===== config.mk =====
export PLATFORM = sky130hd
export DESIGN_NAME = periodic_read_deadline_monitor
export DESIGN_NICKNAME = d
export VERILOG_FILES = /design/src/prdm_pkg.sv /design/src/prdm_ctrl.sv /design/src/prdm_dp.sv /design/src/periodic_read_deadline_monitor.sv
export SDC_FILE = /design/constraint.sdc
export NUM_CORES = 1
export LEC_CHECK = 0
export BUFFER_PORTS_ARGS = -buffer_cell sky130_fd_sc_hd__buf_2
export CAP_MARGIN = 20
export CORE_MARGIN = 2
export CORE_UTILIZATION = 28
export CTS_CLUSTER_DIAMETER = 30
export DETAILED_ROUTE_END_ITERATION = 8
export PLACE_DENSITY = 0.47
export SLEW_MARGIN = 15
export SYNTH_ARGS = -nofsm -noshare
export SYNTH_HDL_FRONTEND = slang
export SYNTH_SLANG_ARGS = --single-unit

===== constraint.sdc =====
create_clock -name clk -period 17.7 [get_ports clk]
set_input_delay 1.77 -clock clk [delete_from_list [all_inputs] [get_ports clk]]
set_output_delay 1.77 -clock clk [all_outputs]
set_load 0.005 [all_outputs]

===== src/prdm_pkg.sv =====
package prdm_pkg;

    // Input transaction fields, in the order of the interface description.
    typedef struct packed {
        logic        op;
        logic [15:0] now_us;
        logic        tag_present;
        logic [15:0] read_start_us;
        logic [15:0] read_end_us;
        logic        read_ok;
        logic [7:0]  read_length;
    } in_item_t;

    typedef struct packed {
        logic        armed;
        logic        read_due;
        logic        report;
        logic [23:0] read_time_sum;
        logic [23:0] cycle_time_sum;
        logic [15:0] read_time_min;
        logic [15:0] read_time_max;
        logic [15:0] cycle_time_min;
        logic [15:0] cycle_time_max;
        logic [7:0]  missed_deadlines;
        logic [7:0]  valid_frames;
        logic [7:0]  invalid_frames;
    } out_item_t;

    typedef struct packed {
        logic [14:0] interval_us;
        logic [14:0] slack_us;
        logic [7:0]  window_reads;
        logic [7:0]  payload_bytes;
    } cfg_t;

    typedef enum logic [1:0] {
        REG_INTERVAL,
        REG_SLACK,
        REG_WINDOW,
        REG_PAYLOAD
    } reg_idx_t;

    typedef enum logic [2:0] {
        ST_IDLE,
        ST_EVAL,
        ST_DIV,
        ST_FINISH,
        ST_OUT
    } state_t;

    // Controller to datapath.
    typedef struct packed {
        logic load;
        logic eval;
        logic div_step;
        logic mark_fix;
        logic emit;
    } cmd_t;

    // Datapath to controller.
    typedef struct packed {
        logic need_div;
        logic div_last;
        logic out_free;
    } status_t;

    localparam logic OP_POLL      = 1'b0;
    localparam logic OP_READ_DONE = 1'b1;

    localparam logic [14:0] INTERVAL_RESET = 15'd10000;
    localparam logic [14:0] SLACK_RESET    = 15'd500;
    localparam logic [7:0]  WINDOW_RESET   = 8'd20;
    localparam logic [7:0]  PAYLOAD_RESET  = 8'd100;

    localparam int          PADDR_W = 4;
    localparam logic [15:0] MIN_CLEAR = 16'hFFFF;

endpackage


===== src/prdm_ctrl.sv =====
module prdm_ctrl (
    input  logic               clk,
    input  logic               rst_n,
    input  logic               in_valid,
    input  prdm_pkg::status_t  status,
    output prdm_pkg::cmd_t     cmd,
    output logic               busy
);

    prdm_pkg::state_t state_reg;
    prdm_pkg::state_t state_next;

    always_ff @(posedge clk or negedge rst_n)
    begin
        if (!rst_n)
        begin
            state_reg <= prdm_pkg::ST_IDLE;
        end
        else
        begin
            state_reg <= state_next;
        end
    end

    always_comb
    begin
        state_next = state_reg;
        cmd        = '0;
        busy       = 1'b1;
        case (state_reg)
            prdm_pkg::ST_IDLE:
            begin
                busy = 1'b0;
                if (in_valid)
                begin
                    cmd.load   = 1'b1;
                    state_next = prdm_pkg::ST_EVAL;
                end
            end
            prdm_pkg::ST_EVAL:
            begin
                cmd.eval   = 1'b1;
                state_next = status.need_div ? prdm_pkg::ST_DIV : prdm_pkg::ST_OUT;
            end
            prdm_pkg::ST_DIV:
            begin
                cmd.div_step = 1'b1;
                if (status.div_last)
                begin
                    state_next = prdm_pkg::ST_FINISH;
                end
            end
            prdm_pkg::ST_FINISH:
            begin
                cmd.mark_fix = 1'b1;
                state_next   = prdm_pkg::ST_OUT;
            end
            prdm_pkg::ST_OUT:
            begin
                if (status.out_free)
                begin
                    cmd.emit   = 1'b1;
                    state_next = prdm_pkg::ST_IDLE;
                end
            end
            default:
            begin
                state_next = prdm_pkg::ST_IDLE;
            end
        endcase
    end

endmodule


===== src/prdm_dp.sv =====
module prdm_dp #(
    parameter int TIMER_BITS = 16
) (
    input  logic                clk,
    input  logic                rst_n,
    input  prdm_pkg::cmd_t      cmd,
    input  prdm_pkg::in_item_t  in_item,
    input  prdm_pkg::cfg_t      cfg,
    input  logic                out_stall,
    output prdm_pkg::status_t   status,
    output prdm_pkg::out_item_t out_item,
    output logic                out_valid
);

    localparam int CNT_W = $clog2(TIMER_BITS);

    // Scheduling and window state.
    logic                  active_reg,      active_next;
    logic [TIMER_BITS-1:0] cycle_mark_reg,  cycle_mark_next;
    logic [15:0]           last_cycle_reg,  last_cycle_next;
    logic [15:0]           read_min_reg,    read_min_next;
    logic [15:0]           read_max_reg,    read_max_next;
    logic [15:0]           cycle_min_reg,   cycle_min_next;
    logic [15:0]           cycle_max_reg,   cycle_max_next;
    logic [23:0]           read_sum_reg,    read_sum_next;
    logic [23:0]           cycle_sum_reg,   cycle_sum_next;
    logic [7:0]            reads_reg,       reads_next;
    logic [7:0]            missed_reg,      missed_next;
    logic [7:0]            valid_reg,       valid_next;
    logic [7:0]            invalid_reg,     invalid_next;
    logic                  out_valid_reg,   out_valid_next;

    // Working registers for one transaction.
    prdm_pkg::in_item_t    item_reg,        item_next;
    prdm_pkg::out_item_t   res_reg,         res_next;
    prdm_pkg::out_item_t   out_item_reg,    out_item_next;
    logic [TIMER_BITS-1:0] cyc_sh_reg,      cyc_sh_next;
    logic [15:0]           rem_reg,         rem_next;
    logic [CNT_W-1:0]      cnt_reg,         cnt_next;

    logic [TIMER_BITS-1:0] now_ext;
    logic [TIMER_BITS-1:0] cyc;
    logic                  cyc_ge;
    logic                  cyc_late;
    logic [15:0]           late_limit;
    logic [15:0]           dur;
    logic [15:0]           trial;
    logic [15:0]           intv16;

    assign now_ext    = TIMER_BITS'(item_reg.now_us);
    assign cyc        = now_ext - cycle_mark_reg;
    assign cyc_ge     = cyc >= TIMER_BITS'(cfg.interval_us);
    assign late_limit = 16'(cfg.interval_us) + 16'(cfg.slack_us);
    assign cyc_late   = cyc > TIMER_BITS'(late_limit);
    assign dur        = item_reg.read_end_us - item_reg.read_start_us;
    assign intv16     = 16'(cfg.interval_us);
    // The remainder stays below the interval, so its top bit is always clear.
    assign trial      = {rem_reg[14:0], cyc_sh_reg[TIMER_BITS-1]};

    assign status.need_div = (item_reg.op == prdm_pkg::OP_POLL) && active_reg
                             && item_reg.tag_present && cyc_ge
                             && (cfg.interval_us != '0);
    assign status.div_last = (cnt_reg == '0);
    assign status.out_free = !out_valid_reg || !out_stall;

    assign out_item  = out_item_reg;
    assign out_valid = out_valid_reg;

    always_comb
    begin
        logic [7:0] rw;

        active_next     = active_reg;
        cycle_mark_next = cycle_mark_reg;
        last_cycle_next = last_cycle_reg;
        read_min_next   = read_min_reg;
        read_max_next   = read_max_reg;
        cycle_min_next  = cycle_min_reg;
        cycle_max_next  = cycle_max_reg;
        read_sum_next   = read_sum_reg;
        cycle_sum_next  = cycle_sum_reg;
        reads_next      = reads_reg;
        missed_next     = missed_reg;
        valid_next      = valid_reg;
        invalid_next    = invalid_reg;
        out_valid_next  = out_valid_reg;
        item_next       = item_reg;
        res_next        = res_reg;
        out_item_next   = out_item_reg;
        cyc_sh_next     = cyc_sh_reg;
        rem_next        = rem_reg;
        cnt_next        = cnt_reg;
        rw              = reads_reg + 8'd1;

        if (cmd.load)
        begin
            item_next = in_item;
        end

        if (cmd.eval)
        begin
            res_next    = '0;
            cyc_sh_next = cyc;
            rem_next    = '0;
            cnt_next    = CNT_W'(TIMER_BITS - 1);
            if (item_reg.op == prdm_pkg::OP_POLL)
            begin
                if (!active_reg)
                begin
                    if (item_reg.tag_present)
                    begin
                        read_min_next   = prdm_pkg::MIN_CLEAR;
                        read_max_next   = '0;
                        cycle_min_next  = prdm_pkg::MIN_CLEAR;
                        cycle_max_next  = '0;
                        read_sum_next   = '0;
                        cycle_sum_next  = '0;
                        reads_next      = '0;
                        missed_next     = '0;
                        valid_next      = '0;
                        invalid_next    = '0;
                        last_cycle_next = '0;
                        cycle_mark_next = now_ext;
                        active_next     = 1'b1;
                    end
                end
                else if (!item_reg.tag_present)
                begin
                    active_next = 1'b0;
                end
                else if (cyc_ge)
                begin
                    res_next.read_due = 1'b1;
                    last_cycle_next   = cyc[15:0];
                    if (cyc[15:0] < cycle_min_reg)
                    begin
                        cycle_min_next = cyc[15:0];
                    end
                    if (cyc[15:0] > cycle_max_reg)
                    begin
                        cycle_max_next = cyc[15:0];
                    end
                    if (cyc_late)
                    begin
                        missed_next = missed_reg + 8'd1;
                    end
                    // With a nonzero interval the mark is fixed after the remainder.
                    if (cfg.interval_us == '0)
                    begin
                        cycle_mark_next = now_ext;
                    end
                end
            end
            else if (active_reg)
            begin
                if (dur < read_min_reg)
                begin
                    read_min_next = dur;
                end
                if (dur > read_max_reg)
                begin
                    read_max_next = dur;
                end
                if (!item_reg.read_ok)
                begin
                    active_next = 1'b0;
                end
                else
                begin
                    if (item_reg.read_length < cfg.payload_bytes)
                    begin
                        invalid_next = invalid_reg + 8'd1;
                    end
                    else
                    begin
                        valid_next = valid_reg + 8'd1;
                    end
                    reads_next     = rw;
                    read_sum_next  = read_sum_reg + 24'(dur);
                    cycle_sum_next = cycle_sum_reg + 24'(last_cycle_reg);
                    if (rw >= cfg.window_reads)
                    begin
                        res_next.report           = 1'b1;
                        res_next.read_time_sum    = read_sum_next;
                        res_next.cycle_time_sum   = cycle_sum_next;
                        res_next.read_time_min    = read_min_next;
                        res_next.read_time_max    = read_max_next;
                        res_next.cycle_time_min   = cycle_min_reg;
                        res_next.cycle_time_max   = cycle_max_reg;
                        res_next.missed_deadlines = missed_reg;
                        res_next.valid_frames     = valid_next;
                        res_next.invalid_frames   = invalid_next;
                        read_min_next  = prdm_pkg::MIN_CLEAR;
                        read_max_next  = '0;
                        cycle_min_next = prdm_pkg::MIN_CLEAR;
                        cycle_max_next = '0;
                        read_sum_next  = '0;
                        cycle_sum_next = '0;
                        reads_next     = '0;
                        missed_next    = '0;
                        valid_next     = '0;
                        invalid_next   = '0;
                    end
                end
            end
            res_next.armed = active_next;
        end

        // Restoring division, one quotient bit per cycle; only the remainder is kept.
        if (cmd.div_step)
        begin
            rem_next    = (trial >= intv16) ? (trial - intv16) : trial;
            cyc_sh_next = cyc_sh_reg << 1;
            cnt_next    = cnt_reg - CNT_W'(1);
        end

        if (cmd.mark_fix)
        begin
            cycle_mark_next = now_ext - TIMER_BITS'(rem_reg);
        end

        if (cmd.emit)
        begin
            out_item_next  = res_reg;
            out_valid_next = 1'b1;
        end
        else if (out_valid_reg && !out_stall)
        begin
            out_valid_next = 1'b0;
        end
    end

    always_ff @(posedge clk or negedge rst_n)
    begin
        if (!rst_n)
        begin
            active_reg     <= 1'b0;
            cycle_mark_reg <= '0;
            last_cycle_reg <= '0;
            read_min_reg   <= prdm_pkg::MIN_CLEAR;
            read_max_reg   <= '0;
            cycle_min_reg  <= prdm_pkg::MIN_CLEAR;
            cycle_max_reg  <= '0;
            read_sum_reg   <= '0;
            cycle_sum_reg  <= '0;
            reads_reg      <= '0;
            missed_reg     <= '0;
            valid_reg      <= '0;
            invalid_reg    <= '0;
            out_valid_reg  <= 1'b0;
        end
        else
        begin
            active_reg     <= active_next;
            cycle_mark_reg <= cycle_mark_next;
            last_cycle_reg <= last_cycle_next;
            read_min_reg   <= read_min_next;
            read_max_reg   <= read_max_next;
            cycle_min_reg  <= cycle_min_next;
            cycle_max_reg  <= cycle_max_next;
            read_sum_reg   <= read_sum_next;
            cycle_sum_reg  <= cycle_sum_next;
            reads_reg      <= reads_next;
            missed_reg     <= missed_next;
            valid_reg      <= valid_next;
            invalid_reg    <= invalid_next;
            out_valid_reg  <= out_valid_next;
        end
    end

    always_ff @(posedge clk)
    begin
        item_reg     <= item_next;
        res_reg      <= res_next;
        out_item_reg <= out_item_next;
        cyc_sh_reg   <= cyc_sh_next;
        rem_reg      <= rem_next;
        cnt_reg      <= cnt_next;
    end

endmodule


===== src/periodic_read_deadline_monitor.sv =====
// Flow: an item is loaded while idle and then evaluated; a poll that starts a read under a
// nonzero interval then passes through the remainder steps and the mark fix, and any other
// item goes straight to the output state, where its result is registered once the output is
// free. The block takes no new item until that result has been handed on, and the remainder
// unit resolves one bit of the elapsed time per cycle.
// Reset: rst_n is asynchronous and active low; it disarms the block, clears the window
// statistics and returns the configuration registers to their default values.
module periodic_read_deadline_monitor #(
    parameter int TIMER_BITS = 16
) (
    input  logic                          clk,
    input  logic                          rst_n,
    input  logic                          in_valid,
    output logic                          in_stall,
    input  prdm_pkg::in_item_t            in_item,
    output logic                          out_valid,
    input  logic                          out_stall,
    output prdm_pkg::out_item_t           out_item,
    input  logic                          psel,
    input  logic                          penable,
    input  logic                          pwrite,
    input  logic [prdm_pkg::PADDR_W-1:0]  paddr,
    input  logic [31:0]                   pwdata,
    output logic [31:0]                   prdata,
    output logic                          pready
);

    prdm_pkg::cfg_t     cfg_reg;
    prdm_pkg::cmd_t     cmd;
    prdm_pkg::status_t  status;
    prdm_pkg::reg_idx_t reg_idx;
    logic               busy;
    logic               cfg_write;

    assign pready    = 1'b1;
    assign reg_idx   = prdm_pkg::reg_idx_t'(paddr[3:2]);
    assign cfg_write = psel && penable && pwrite && pready;
    assign in_stall  = !rst_n || busy;

    always_ff @(posedge clk or negedge rst_n)
    begin
        if (!rst_n)
        begin
            cfg_reg.interval_us   <= prdm_pkg::INTERVAL_RESET;
            cfg_reg.slack_us      <= prdm_pkg::SLACK_RESET;
            cfg_reg.window_reads  <= prdm_pkg::WINDOW_RESET;
            cfg_reg.payload_bytes <= prdm_pkg::PAYLOAD_RESET;
        end
        else if (cfg_write)
        begin
            case (reg_idx)
                prdm_pkg::REG_INTERVAL: cfg_reg.interval_us   <= pwdata[14:0];
                prdm_pkg::REG_SLACK:    cfg_reg.slack_us      <= pwdata[14:0];
                prdm_pkg::REG_WINDOW:   cfg_reg.window_reads  <= pwdata[7:0];
                prdm_pkg::REG_PAYLOAD:  cfg_reg.payload_bytes <= pwdata[7:0];
                default:                cfg_reg               <= cfg_reg;
            endcase
        end
    end

    always_comb
    begin
        case (reg_idx)
            prdm_pkg::REG_INTERVAL: prdata = 32'(cfg_reg.interval_us);
            prdm_pkg::REG_SLACK:    prdata = 32'(cfg_reg.slack_us);
            prdm_pkg::REG_WINDOW:   prdata = 32'(cfg_reg.window_reads);
            prdm_pkg::REG_PAYLOAD:  prdata = 32'(cfg_reg.payload_bytes);
            default:                prdata = '0;
        endcase
    end

    prdm_ctrl u_ctrl (
        .clk      (clk),
        .rst_n    (rst_n),
        .in_valid (in_valid),
        .status   (status),
        .cmd      (cmd),
        .busy     (busy)
    );

    prdm_dp #(
        .TIMER_BITS (TIMER_BITS)
    ) u_dp (
        .clk       (clk),
        .rst_n     (rst_n),
        .cmd       (cmd),
        .in_item   (in_item),
        .cfg       (cfg_reg),
        .out_stall (out_stall),
        .status    (status),
        .out_item  (out_item),
        .out_valid (out_valid)
    );

endmodule


==> results of run 1 <==
placed cells by master (no fill, tap or decap), types with 77 or more instances in the layout:
master,netlist,layout
sky130_fd_sc_hd__nor2_1,241,241
sky130_fd_sc_hd__dfrtp_1,179,179
sky130_fd_sc_hd__edfxtp_1,372,372
sky130_fd_sc_hd__o21ai_0,165,164
sky130_fd_sc_hd__nand2_1,165,164
sky130_fd_sc_hd__a21oi_1,135,133
sky130_fd_sc_hd__xnor2_1,77,77
sky130_fd_sc_hd__ha_1,216,216
sky130_fd_sc_hd__buf_2,5,237
sky130_fd_sc_hd__clkbuf_16,0,163
sky130_fd_sc_hd__inv_1,185,185
cell usage after synthesis (all sizes together) (32+ instances only):
master | number | area [µm²]
o21ai | 168 | 855.8
xor2 | 52 | 463.0
dfrtp | 179 | 4479
and3 | 37 | 231.5
a22o | 68 | 595.6
edfxtp | 372 | 11170
clkbuf | 71 | 266.5
ha | 216 | 2703
o22a | 32 | 280.3
nand2 | 165 | 619.3
a21o | 50 | 382.9
inv | 187 | 701.9
dfstp | 48 | 1261
a21oi | 137 | 693.2
nor2 | 242 | 910.9
mux2i | 39 | 390.4
xnor2 | 77 | 674.4
nand3 | 45 | 225.2
nor3 | 41 | 216.5
critical path, delay by kind of cell, from the launching register on:
| kind | cells | cell delay, ns |
|---|---|---|
| compound gates | 10 | 2.26 |
| buf+inv | 3 | 0.36 |
| simple gates | 5 | 1.37 |
| xor+xnor | 1 | 0.08 |
| fa+ha+maj | 3 | 0.81 |
| flops | 1 | 0.39 |
power groups by stage:
stage | Clock (mW) | Sequential [mW] | Combinational (mW)
5_1_grt | 3.22 | 2.25 | 3.29
3_5_place_dp | 0 | 2.23 | 2.94
6_report | 3.07 | 2.20 | 2.92
4_1_cts | 3.14 | 2.21 | 2.96
3_3_place_gp | 0 | 2.22 | 2.93
2_1_floorplan | 0 | 2.20 | 1.99
logic make-up after synthesis:
family                     count (synthesis)  synth area share, %
AOI/OAI and AO/OA                        608                13.48
xor gates and xnor gates                 129                3.783
adders and majority gates                224                9.489
buffers and inverters                    288                3.904
DFF                                      600                56.32
muxes                                     74                2.909
other                                      2              0.02498
and+or+nand+nor                          659                10.09
path summary, 6_finish.rpt:
check / startpoint / to / slack, ns / cells after the start
min: u_dp.res_reg[75] / u_dp.out_item[75] / 0.39 / 0
max: u_dp.now_ext[0] / u_dp.cycle_min_reg[12] / 12.33 / 22
min in group asynchronous: rst_n / u_dp.missed_reg[0] / 1.01 / 1
max reg2reg: u_dp.now_ext[0] / u_dp.cycle_min_reg[12] / 12.33 / 22
min reg2reg: u_dp.res_reg[75] / u_dp.out_item[75] / 0.39 / 0
max in group asynchronous: rst_n / u_dp.read_sum_reg[20] / 15.27 / 2
area by class of cell:
type / count / area [µm²] / share of cell area (%)
sequential: 600 / 16930 / 43.50
tap: 1403 / 1755 / 4.511
multi-input combinational: 1712 / 12110 / 31.10
inverter: 188 / 710.7 / 1.826
clock buffer: 203 / 4359 / 11.20
timing repair buffer: 280 / 1541 / 3.961
clock inverter: 101 / 1508 / 3.874
antenna: 3 / 7.507 / 0.01929
per-layer routing:
layer | share of wire (%) | routed length (µm)
met1 | 47 | 38390
met5 | 0.082 | 67
met2 | 46 | 37750
met4 | 3.3 | 2703
met3 | 3.8 | 3132
==> reports/summary.json, run 1 <==
{
  "run_status": "complete, no violations",
  "drt_drc_violations_left": 0,
  "place.detailed.instances": 4183,
  "critical_path.cell_chain": "inv_1 > ha_1 > inv_1 > fa_1 > a21o_1 > a21o_1 > a21oi_1 > nand2b_1 > a21oi_1 > a2111oi_0 > o21bai_1 > a21oi_1 > xnor2_1 > buf_4 > ha_1 > a2111oi_0 > a31oi_1 > nand2b_1 > and3_1 > nand2_1 > or2_1 > o22a_1",
  "global_route.overflow_total": 0,
  "final_worst_setup_slack_ns": 12.33,
  "antenna_violating_nets_post_route": 0,
  "clkSlewWorstSetupHoldPaths_ns": 0.05,
  "cts_hold_buf": 0,
  "irDropWorstVdd_mv": 0.1049,
  "antenna_found_initial": 19,
  "swShare_pct": 36.17,
  "io-pin-count": 276,
  "via_count_of_the_first_global_routing_pass": 21460,
  "viasPerCell": 4.645,
  "largest_stage_delay_on_the_critical_path_ns": 0.56,
  "detailed_route_wire_length_um": 82050,
  "holdCritPathClass": "flop to flop",
  "final_core_util_pct": 36.46,
  "synth_cell_types": 85,
  "post_synth_instance_area_um2": 30060,
  "postSynthRegisterBits": 600,
  "critPathArrivalTime_ns": 6.01,
  "worstMarginPinSlew_ns": 1.108,
  "grt_util_met3_pct": 3.351,
  "final_layout_size_suffix_gt1_share_pct": 21.69,
  "timing.final.max_slew_violations": 0,
  "die_height_um": 331.7,
  "cts_sinks": 600,
  "timing.critical_path.from_type": "flop",
  "maxClockFrequency_mhz": 186.3,
  "power_frac_comb_pct": 35.6,
  "global_route.usage.total_pct": 14.93,
  "met1_usage_in_global_routing_pct": 19.51,
  "area.growth.synth_to_final_pct": 29.46,
  "cellInternalPower_mw": 5.226,
  "use_met2_pct": 23.81,
  "clk-insertion-delay-late_ns": 0.75,
  "grt_pass1_wl_um": 126600,
  "postCtsSetupRepairBufs": 0,
  "rsz0062_at_grt": "no",
  "synth_cells": 2584,
  "design.core.area_um2": 106800,
  "routed-via-count": 20860,
  "final-hold-violation-count": 0,
  "power_switching_mw": 2.962,
  "postSynth.asyncResetShare_pct": 37.83,
  "power.clock.fraction_pct": 37.5,
  "most_used_dff_post_synth": "sky130_fd_sc_hd__edfxtp_1",
  "detailed_place.area_um2": 33040,
  "post_cts.resized_instances": 0,
  "finalWorstPathRequiredPeriod_ns": 5.367,
  "wl_per_cell_um": 18.27,
  "cts_buffers": 162,
  "timing.critical_path.required_ns": 18.35,
  "floorplan.die.width_um": 331.7,
  "yosys_warnings": 0,
  "synth-seq-area-share_pct": 56.32,
  "syn-mean-instance-area_um2": 11.63,
  "filler_cell_count": 10450,
  "critical_path_peak_fanout": 16,
  "powerDensity_nw_per_um2": 210.4,
  "finClkSkew_ns": 0.04794,
  "crit_top_cell": "sky130_fd_sc_hd__a21oi_1",
  "initial_util_pct": 28.16,
  "die_area_um2": 110000,
  "slew_headroom_pct": 26.14,
  "first_drt_iteration_drcs": 1128,
  "placement.setup.worst_slack_ns": 12.34,
  "place.detailed.hpwl_um": 56360,
  "drt_first_pass_iters": 5,
  "timing_worst_setup_path_type": "flop to flop",
  "finalHoldWorstSlack_ns": 0.3925,
  "tns_ns": 0,
  "share_seq_of_total_power_pct": 26.9,
  "critPathCaptureType": "flop",
  "grt_max_degree": 146,
  "gr-max-usage-layer": "met2",
  "instances_no_fill": 4490,
  "gpl.final_weighted_congestion": 0.7909,
  "port_buffers": 238,
  "fin_crit_sh_pct": 30.32,
  "power.leakage_nw": 16.44,
  "total_power_mw": 8.188,
  "worst_path_max_delay_cell": "sky130_fd_sc_hd__or2_1",
  "num_rows": 120,
  "cts_tree": "yes",
  "clock_path_buffers": 3,
  "ctsHtreeMaxLevel": 4,
  "cts.root.buffer_cell": "sky130_fd_sc_hd__clkbuf_16",
  "max_cap_viol": 0,
  "layout.nets": 3269,
  "final_design_area_no_fill_um2": 38920,
  "synth-edff-count": 372,
  "timing.final.setup_violations": 0
}
Note: power is estimated with default switching activity, not from simulation.
==> run 2: changes to the inputs <==
==> constraint.sdc (replaced) <==
create_clock -name clk -period 5.2 [get_ports clk]
set_input_delay 0.52 -clock clk [delete_from_list [all_inputs] [get_ports clk]]
set_output_delay 0.52 -clock clk [all_outputs]
set_load 0.005 [all_outputs]
==> run 2 against run 1 <==
  * Setup slack worse by 12 ns
  * Cell area increased by 1.3%
  * Global-route usage rose by 0.14 points
  * Sequential share of layout area is 0.56 points lower
  * Critical path type unchanged
  * Largest power group is now combinational logic
  * Highest routed layer unchanged
==> reports/summary.json, run 2 (synthesis results as in run 1) <==
{
  "irDropWorstVdd_mv": 0.3311,
  "ctsHtreeMaxLevel": 4,
  "global_route.usage.total_pct": 15.08,
  "final_layout_size_suffix_gt1_share_pct": 21.76,
  "via_count_of_the_first_global_routing_pass": 21220,
  "place.detailed.instances": 4213,
  "clk-insertion-delay-late_ns": 0.73,
  "postCtsSetupRepairBufs": 0,
  "cts_tree": "yes",
  "initial_util_pct": 28.16,
  "layout.cells.most_common_list": "sky130_fd_sc_hd__edfxtp_1 (372), sky130_fd_sc_hd__nor2_1 (241), sky130_fd_sc_hd__buf_2 (237), sky130_fd_sc_hd__ha_1 (216), sky130_fd_sc_hd__inv_1 (185)",
  "powerDensity_nw_per_um2": 701.2,
  "floorplan.die.width_um": 331.7,
  "worstSetupEndpoint": "u_dp.missed_reg[3]",
  "layout.nets": 3358,
  "grt_max_degree": 142,
  "port_buffers": 238,
  "rsz0062_at_grt": "no",
  "timing.critical_path.from_type": "flop",
  "maxClockFrequency_mhz": 207.9,
  "cts.root.buffer_cell": "sky130_fd_sc_hd__clkbuf_16",
  "total_power_mw": 27.65,
  "gpl.final_weighted_congestion": 0.7977,
  "clock_path_buffers": 3,
  "power.leakage_nw": 16.71,
  "tns_ns": 0,
  "holdCritPathClass": "input port to flop",
  "finClkSkew_ns": 0.04395,
  "critPathCaptureType": "flop",
  "worstReg2RegStart": "u_dp.now_ext[0]",
  "worstMarginPinSlew_ns": 1.115,
  "layout_commonest_cell": "sky130_fd_sc_hd__edfxtp_1",
  "antenna_violating_nets_post_route": 0,
  "finalHoldWorstSlack_ns": 0.04495,
  "r2r-end": "u_dp.missed_reg[3]",
  "max_cap_viol": 0,
  "final-hold-violation-count": 0,
  "timing.final.setup_violations": 0,
  "instances_no_fill": 4571,
  "drt_drc_violations_left": 0,
  "place.detailed.hpwl_um": 59040,
  "viasPerCell": 4.638,
  "worstSetupStartpoint": "u_dp.now_ext[0]",
  "timing_worst_setup_path_type": "flop to flop",
  "critPathArrivalTime_ns": 5.42,
  "cts_buffers": 161,
  "final_worst_setup_slack_ns": 0.3898,
  "grt_pass1_wl_um": 127200,
  "design.core.area_um2": 106800,
  "num_rows": 120,
  "die_area_um2": 110000,
  "global_route.overflow_total": 0,
  "cts_sinks": 600,
  "area.growth.synth_to_final_pct": 31.16,
  "clkSlewWorstSetupHoldPaths_ns": 0.05,
  "first_drt_iteration_drcs": 1088,
  "routed-via-count": 21200,
  "number_of_cells_on_the_worst_reg_to_reg_path": 21,
  "critical_path_peak_fanout": 8,
  "timing.critical_path.required_ns": 5.81,
  "detailed_route_wire_length_um": 83570,
  "fin_crit_sh_pct": 92.50,
  "antenna_found_initial": 10,
  "finalWorstPathRequiredPeriod_ns": 4.810,
  "run_status": "complete, no violations",
  "slew_headroom_pct": 25.64,
  "io-pin-count": 276,
  "placement.setup.worst_slack_ns": 0.05032,
  "timing.final.max_slew_violations": 0,
  "drt_first_pass_iters": 5,
  "wl_per_cell_um": 18.28,
  "r2r_setup_slack_ns": 0.39,
  "die_height_um": 331.7
}
run 2: cell count changes in the layout (fill, tap and decap cells not counted), moves of 4 or more:
cell	previous run	this run
sky130_fd_sc_hd__clkinvlp_4	13	8
sky130_fd_sc_hd__inv_6	12	8
sky130_fd_sc_hd__bufinv_16	24	17
sky130_fd_sc_hd__buf_12	2	6
sky130_fd_sc_hd__dlygate4sd3_1	0	60
sky130_fd_sc_hd__clkinv_16	10	4
sky130_fd_sc_hd__clkinv_1	9	13
sky130_fd_sc_hd__clkinv_2	19	29
sky130_fd_sc_hd__buf_4	40	66
run 2: worst min path at each step:
stage                 startpoint            endpoint  slack (ns)  cells past startpoint
2_1_floorplan              rst_n          cfg_reg[0]        0.22                      0
3_3_place_gp    u_dp.res_reg[72]   u_dp.out_item[72]        0.40                      0
3_5_place_dp   u_dp.res_reg[130]  u_dp.out_item[130]        0.40                      0
4_1_cts               pwdata[10]         cfg_reg[41]       0.002                      3
5_1_grt               pwdata[14]         cfg_reg[30]        0.02                      2
6_report              pwdata[10]         cfg_reg[41]        0.04                      3
run 2: critical path: stages (launching register included):
cell                        delay (ns)
sky130_fd_sc_hd__edfxtp_1         0.38
sky130_fd_sc_hd__inv_1            0.11
sky130_fd_sc_hd__ha_1             0.16
sky130_fd_sc_hd__inv_1            0.06
sky130_fd_sc_hd__fa_1             0.45
sky130_fd_sc_hd__a21o_1           0.17
sky130_fd_sc_hd__a21o_1           0.19
sky130_fd_sc_hd__a21oi_1          0.14
sky130_fd_sc_hd__nand2b_1         0.12
sky130_fd_sc_hd__a21oi_1          0.10
sky130_fd_sc_hd__a2111oi_1        0.42
sky130_fd_sc_hd__o21bai_1         0.13
sky130_fd_sc_hd__a21oi_1          0.19
sky130_fd_sc_hd__xnor2_1          0.14
sky130_fd_sc_hd__ha_1             0.23
sky130_fd_sc_hd__a2111oi_2        0.38
sky130_fd_sc_hd__a31oi_2          0.21
sky130_fd_sc_hd__o31a_1           0.31
sky130_fd_sc_hd__o21ai_4          0.19
sky130_fd_sc_hd__a31oi_4          0.10
sky130_fd_sc_hd__and2_4           0.25
sky130_fd_sc_hd__a32o_1           0.25
run 2: power breakdown:
part           internal [mW]  total (mW)  switching (mW)  leakage (nW)
clock                   6.75        9.81            3.06          2.67
combinational           4.02        10.3            6.33          7.64
sequential              6.80        7.49           0.689          6.40
run 2: layer usage:
| metal | vias up | wire length, µm | track usage, % | part of all wire [%] |
|---|---|---|---|---|
| met5 | - | 59 | 0 | 0.071 |
| met4 | 8 | 2273 | 5.567 | 2.7 |
| met3 | 152 | 3426 | 3.386 | 4.1 |
| met1 | 10240 | 39080 | 20.01 | 47 |
| met2 | 458 | 38730 | 24.02 | 46 |
| li1 | 10350 | - | - | - |
run 2: cell type report:
| class | count | area, µm² |
|---|---|---|
| Sequential cell | 600 | 16930 |
| Timing Repair Buffer | 370 | 2417 |
| Multi-Input combinational cell | 1712 | 12130 |
| Clock inverter | 94 | 1135 |
| Fill cell | 10430 | 67320 |
| Inverter | 188 | 710.7 |
| Tap cell | 1403 | 1755 |
| Clock buffer | 203 | 4349 |
| Antenna cell | 1 | 2.502 |
run 2: through the flow:
stage / area (µm²) / util, %
3_5_place_dp: 33310 / 31.20
2_1_floorplan: 30130 / -
4_1_cts: 39400 / 36.90
5_1_grt: 39430 / 36.93
3_3_place_gp: 33310 / 31.20
6_report: 39430 / 36.94
run 2: repair_timing:
| item | 4_1_cts | 5_1_grt |
|---|---|---|
| hold buffers | 60 | 0 |
| endpoints found under the setup margin | 0 | 82 |
| gates resized for setup | 0 | 7 |
| hold endpoints to repair | 123 | 0 |
==> run 3: changes to the inputs <==
--- a/config.mk
+++ b/config.mk
@@ -11,7 +11,6 @@
 export CORE_UTILIZATION = 28
 export CTS_CLUSTER_DIAMETER = 30
 export DETAILED_ROUTE_END_ITERATION = 8
-export PLACE_DENSITY = 0.47
 export SLEW_MARGIN = 15
 export SYNTH_ARGS = -nofsm -noshare
 export SYNTH_HDL_FRONTEND = slang
==> run 3 against run 2 <==
  * Maximum frequency is 1.9% lower
  * Sequential power barely moved
  * Die area stayed put
  * Non-clock buffer count decreased by 15
  * Utilization is 1.3 points lower
  * Critical endpoint is now u_dp.missed_reg[4]
  * Critical path depth unchanged
  * Clock-buffer cell count shrank 67
  * Global-route usage down 0.65 points
  * Setup slack lost 0.095 ns
==> reports/summary.json, run 3 (synthesis results as in run 1) <==
{
  "run_status": "complete, no violations",
  "detailed_place.area_um2": 33160,
  "wl_per_cell_um": 17.93,
  "global_route.overflow_total": 0,
  "antenna_violating_nets_post_route": 0,
  "powerDensity_nw_per_um2": 671.5,
  "viasPerCell": 4.707,
  "die_height_um": 331.7,
  "layout.nets": 3300,
  "cts_tree": "yes",
  "clkSlewWorstSetupHoldPaths_ns": 0.05,
  "r2r-end": "u_dp.missed_reg[4]",
  "worstHoldEndpoint": "cfg_reg[43]",
  "cts_buffers": 118,
  "timing.critical_path.from_type": "flop",
  "routed-via-count": 21140,
  "num_rows": 120,
  "cts.root.buffer_cell": "sky130_fd_sc_hd__clkbuf_16",
  "die_area_um2": 110000,
  "timing.final.setup_violations": 0,
  "area.growth.synth_to_final_pct": 26.52,
  "via_count_of_the_first_global_routing_pass": 21010,
  "final_design_area_no_fill_um2": 38040,
  "maxClockFrequency_mhz": 203.9,
  "place.detailed.hpwl_um": 57320,
  "worstMarginPinSlew_ns": 1.011,
  "max_cap_viol": 0,
  "holdCritPathClass": "input port to flop",
  "critPathArrivalTime_ns": 5.46,
  "layout_commonest_cell": "sky130_fd_sc_hd__edfxtp_1",
  "final_layout_size_suffix_gt1_share_pct": 20.61,
  "finClkSkew_ns": 0.06171,
  "floorplan.die.width_um": 331.7,
  "clock_path_buffers": 3,
  "tns_ns": 0,
  "critical_path_peak_fanout": 8,
  "detailed_route_wire_length_um": 80540,
  "gpl.final_weighted_congestion": 0.8253,
  "port_buffers": 238,
  "fin_crit_sh_pct": 94.33,
  "layout.cells.most_common_list": "sky130_fd_sc_hd__edfxtp_1 (372), sky130_fd_sc_hd__nor2_1 (241), sky130_fd_sc_hd__buf_2 (237), sky130_fd_sc_hd__ha_1 (216), sky130_fd_sc_hd__inv_1 (185)",
  "finalWorstPathRequiredPeriod_ns": 4.905,
  "drt_drc_violations_left": 0,
  "initial_util_pct": 28.16,
  "irDropWorstVdd_mv": 0.3909,
  "timing.critical_path.required_ns": 5.76,
  "hold-path-cell-count": 3,
  "power.leakage_nw": 16.00,
  "postCtsSetupRepairBufs": 0,
  "ctsHtreeMaxLevel": 3,
  "timing.final.max_slew_violations": 0,
  "drt_first_pass_iters": 6,
  "clk-insertion-delay-late_ns": 0.70,
  "io-pin-count": 276,
  "first_drt_iteration_drcs": 1373,
  "number_of_cells_on_the_worst_reg_to_reg_path": 21,
  "placement.setup.worst_slack_ns": 0.2267,
  "cts_sinks": 600,
  "grt_max_degree": 140,
  "antenna_found_initial": 23,
  "total_power_mw": 25.54,
  "global_route.usage.total_pct": 14.43,
  "worstReg2RegStart": "u_dp.now_ext[0]",
  "hp-start": "pwdata[12]",
  "design.core.area_um2": 106800,
  "final_worst_setup_slack_ns": 0.2949,
  "final_core_util_pct": 35.63,
  "timing_worst_setup_path_type": "flop to flop",
  "slew_headroom_pct": 32.09,
  "grt_pass1_wl_um": 122800,
  "final-hold-violation-count": 0,
  "rsz0062_at_grt": "no",
  "r2r_setup_slack_ns": 0.29,
  "critPathCaptureType": "flop"
}
[run 3: cell types whose count changed in the layout (fill, tap and decap cells not counted), sizes merged]
| cell | before | now |
|---|---|---|
| clkinv | 59 | 39 |
| diode | 1 | 8 |
| dlygate4sd3 | 60 | 55 |
| bufinv | 17 | 15 |
| clkinvlp | 8 | 9 |
| buf | 310 | 300 |
| clkbuf | 203 | 136 |
| inv | 198 | 215 |
[run 3: repair_timing]
item                                    4_1_cts  5_1_grt
hold endpoints to repair                    108        0
hold buffers                                 55        0
resized for setup                             0        7
endpoints found under the setup margin        0       63
[run 3: worst max path at each step]
stage | start | to | slack, ns | cells past startpoint
2_1_floorplan | out_stall | u_dp.out_item[0] | 0.20 | 1
5_1_grt | u_dp.now_ext[0] | u_dp.cycle_min_reg[7] | 0.02 | 22
4_1_cts | u_dp.item_reg[9] | u_dp.read_max_reg[4] | 0.14 | 19
3_5_place_dp | u_dp.item_reg[9] | u_dp.read_max_reg[9] | 0.23 | 19
3_3_place_gp | u_dp.item_reg[9] | u_dp.read_max_reg[4] | 0.27 | 19
6_report | u_dp.now_ext[0] | u_dp.missed_reg[4] | 0.29 | 21
[run 3: layout make-up]
class | count | area (µm²)
fillers | 10410 | 68720
flip-flops and latches | 600 | 16930
clock buffers | 136 | 3082
multi-input cells | 1712 | 12130
well taps | 1403 | 1755
diodes | 8 | 20.02
inverters | 188 | 710.7
clock inverters | 90 | 1141
repair buffers | 355 | 2262
[run 3: worst max-delay path, cell delays in order (launching register included)]
cell                        delay [ns]
sky130_fd_sc_hd__edfxtp_1         0.39
sky130_fd_sc_hd__inv_1            0.11
sky130_fd_sc_hd__ha_1             0.19
sky130_fd_sc_hd__inv_1            0.07
sky130_fd_sc_hd__fa_1             0.45
sky130_fd_sc_hd__a21o_1           0.17
sky130_fd_sc_hd__a21o_1           0.19
sky130_fd_sc_hd__a21oi_1          0.13
sky130_fd_sc_hd__nand2b_1         0.12
sky130_fd_sc_hd__a21oi_1          0.14
sky130_fd_sc_hd__a2111oi_2        0.37
sky130_fd_sc_hd__o21bai_1         0.12
sky130_fd_sc_hd__a21oi_1          0.18
sky130_fd_sc_hd__xnor2_1          0.12
sky130_fd_sc_hd__ha_1             0.20
sky130_fd_sc_hd__a2111oi_0        0.39
sky130_fd_sc_hd__a31oi_1          0.27
sky130_fd_sc_hd__o31a_1           0.34
sky130_fd_sc_hd__o21ai_4          0.22
sky130_fd_sc_hd__a31oi_4          0.10
sky130_fd_sc_hd__and2_4           0.24
sky130_fd_sc_hd__a32o_1           0.24
[run 3: metrics by stage]
step | hold WS (ns) | std cells
floorplan | 0.2244 | 2600
global placement | 0.4035 | 4200
detailed placement | 0.4045 | 4200
CTS | 0.006951 | 4481
global route | 0.04832 | 4489
finish | 0.05307 | 4492
[run 3: power breakdown]
part | leakage, nW | switching (mW) | internal (mW) | total, mW
combinational | 7.56 | 6.21 | 3.95 | 10.2
sequential | 6.40 | 0.718 | 6.80 | 7.51
clock | 2.04 | 2.78 | 5.09 | 7.87
total | 16.0 | 9.70 | 15.8 | 25.5
[run 3: routing by layer]
metal	GRT usage, %	wire length, µm
met4	7.112	3092
met1	17.97	34690
met5	0	120
met3	3.182	4363
met2	23.64	38280
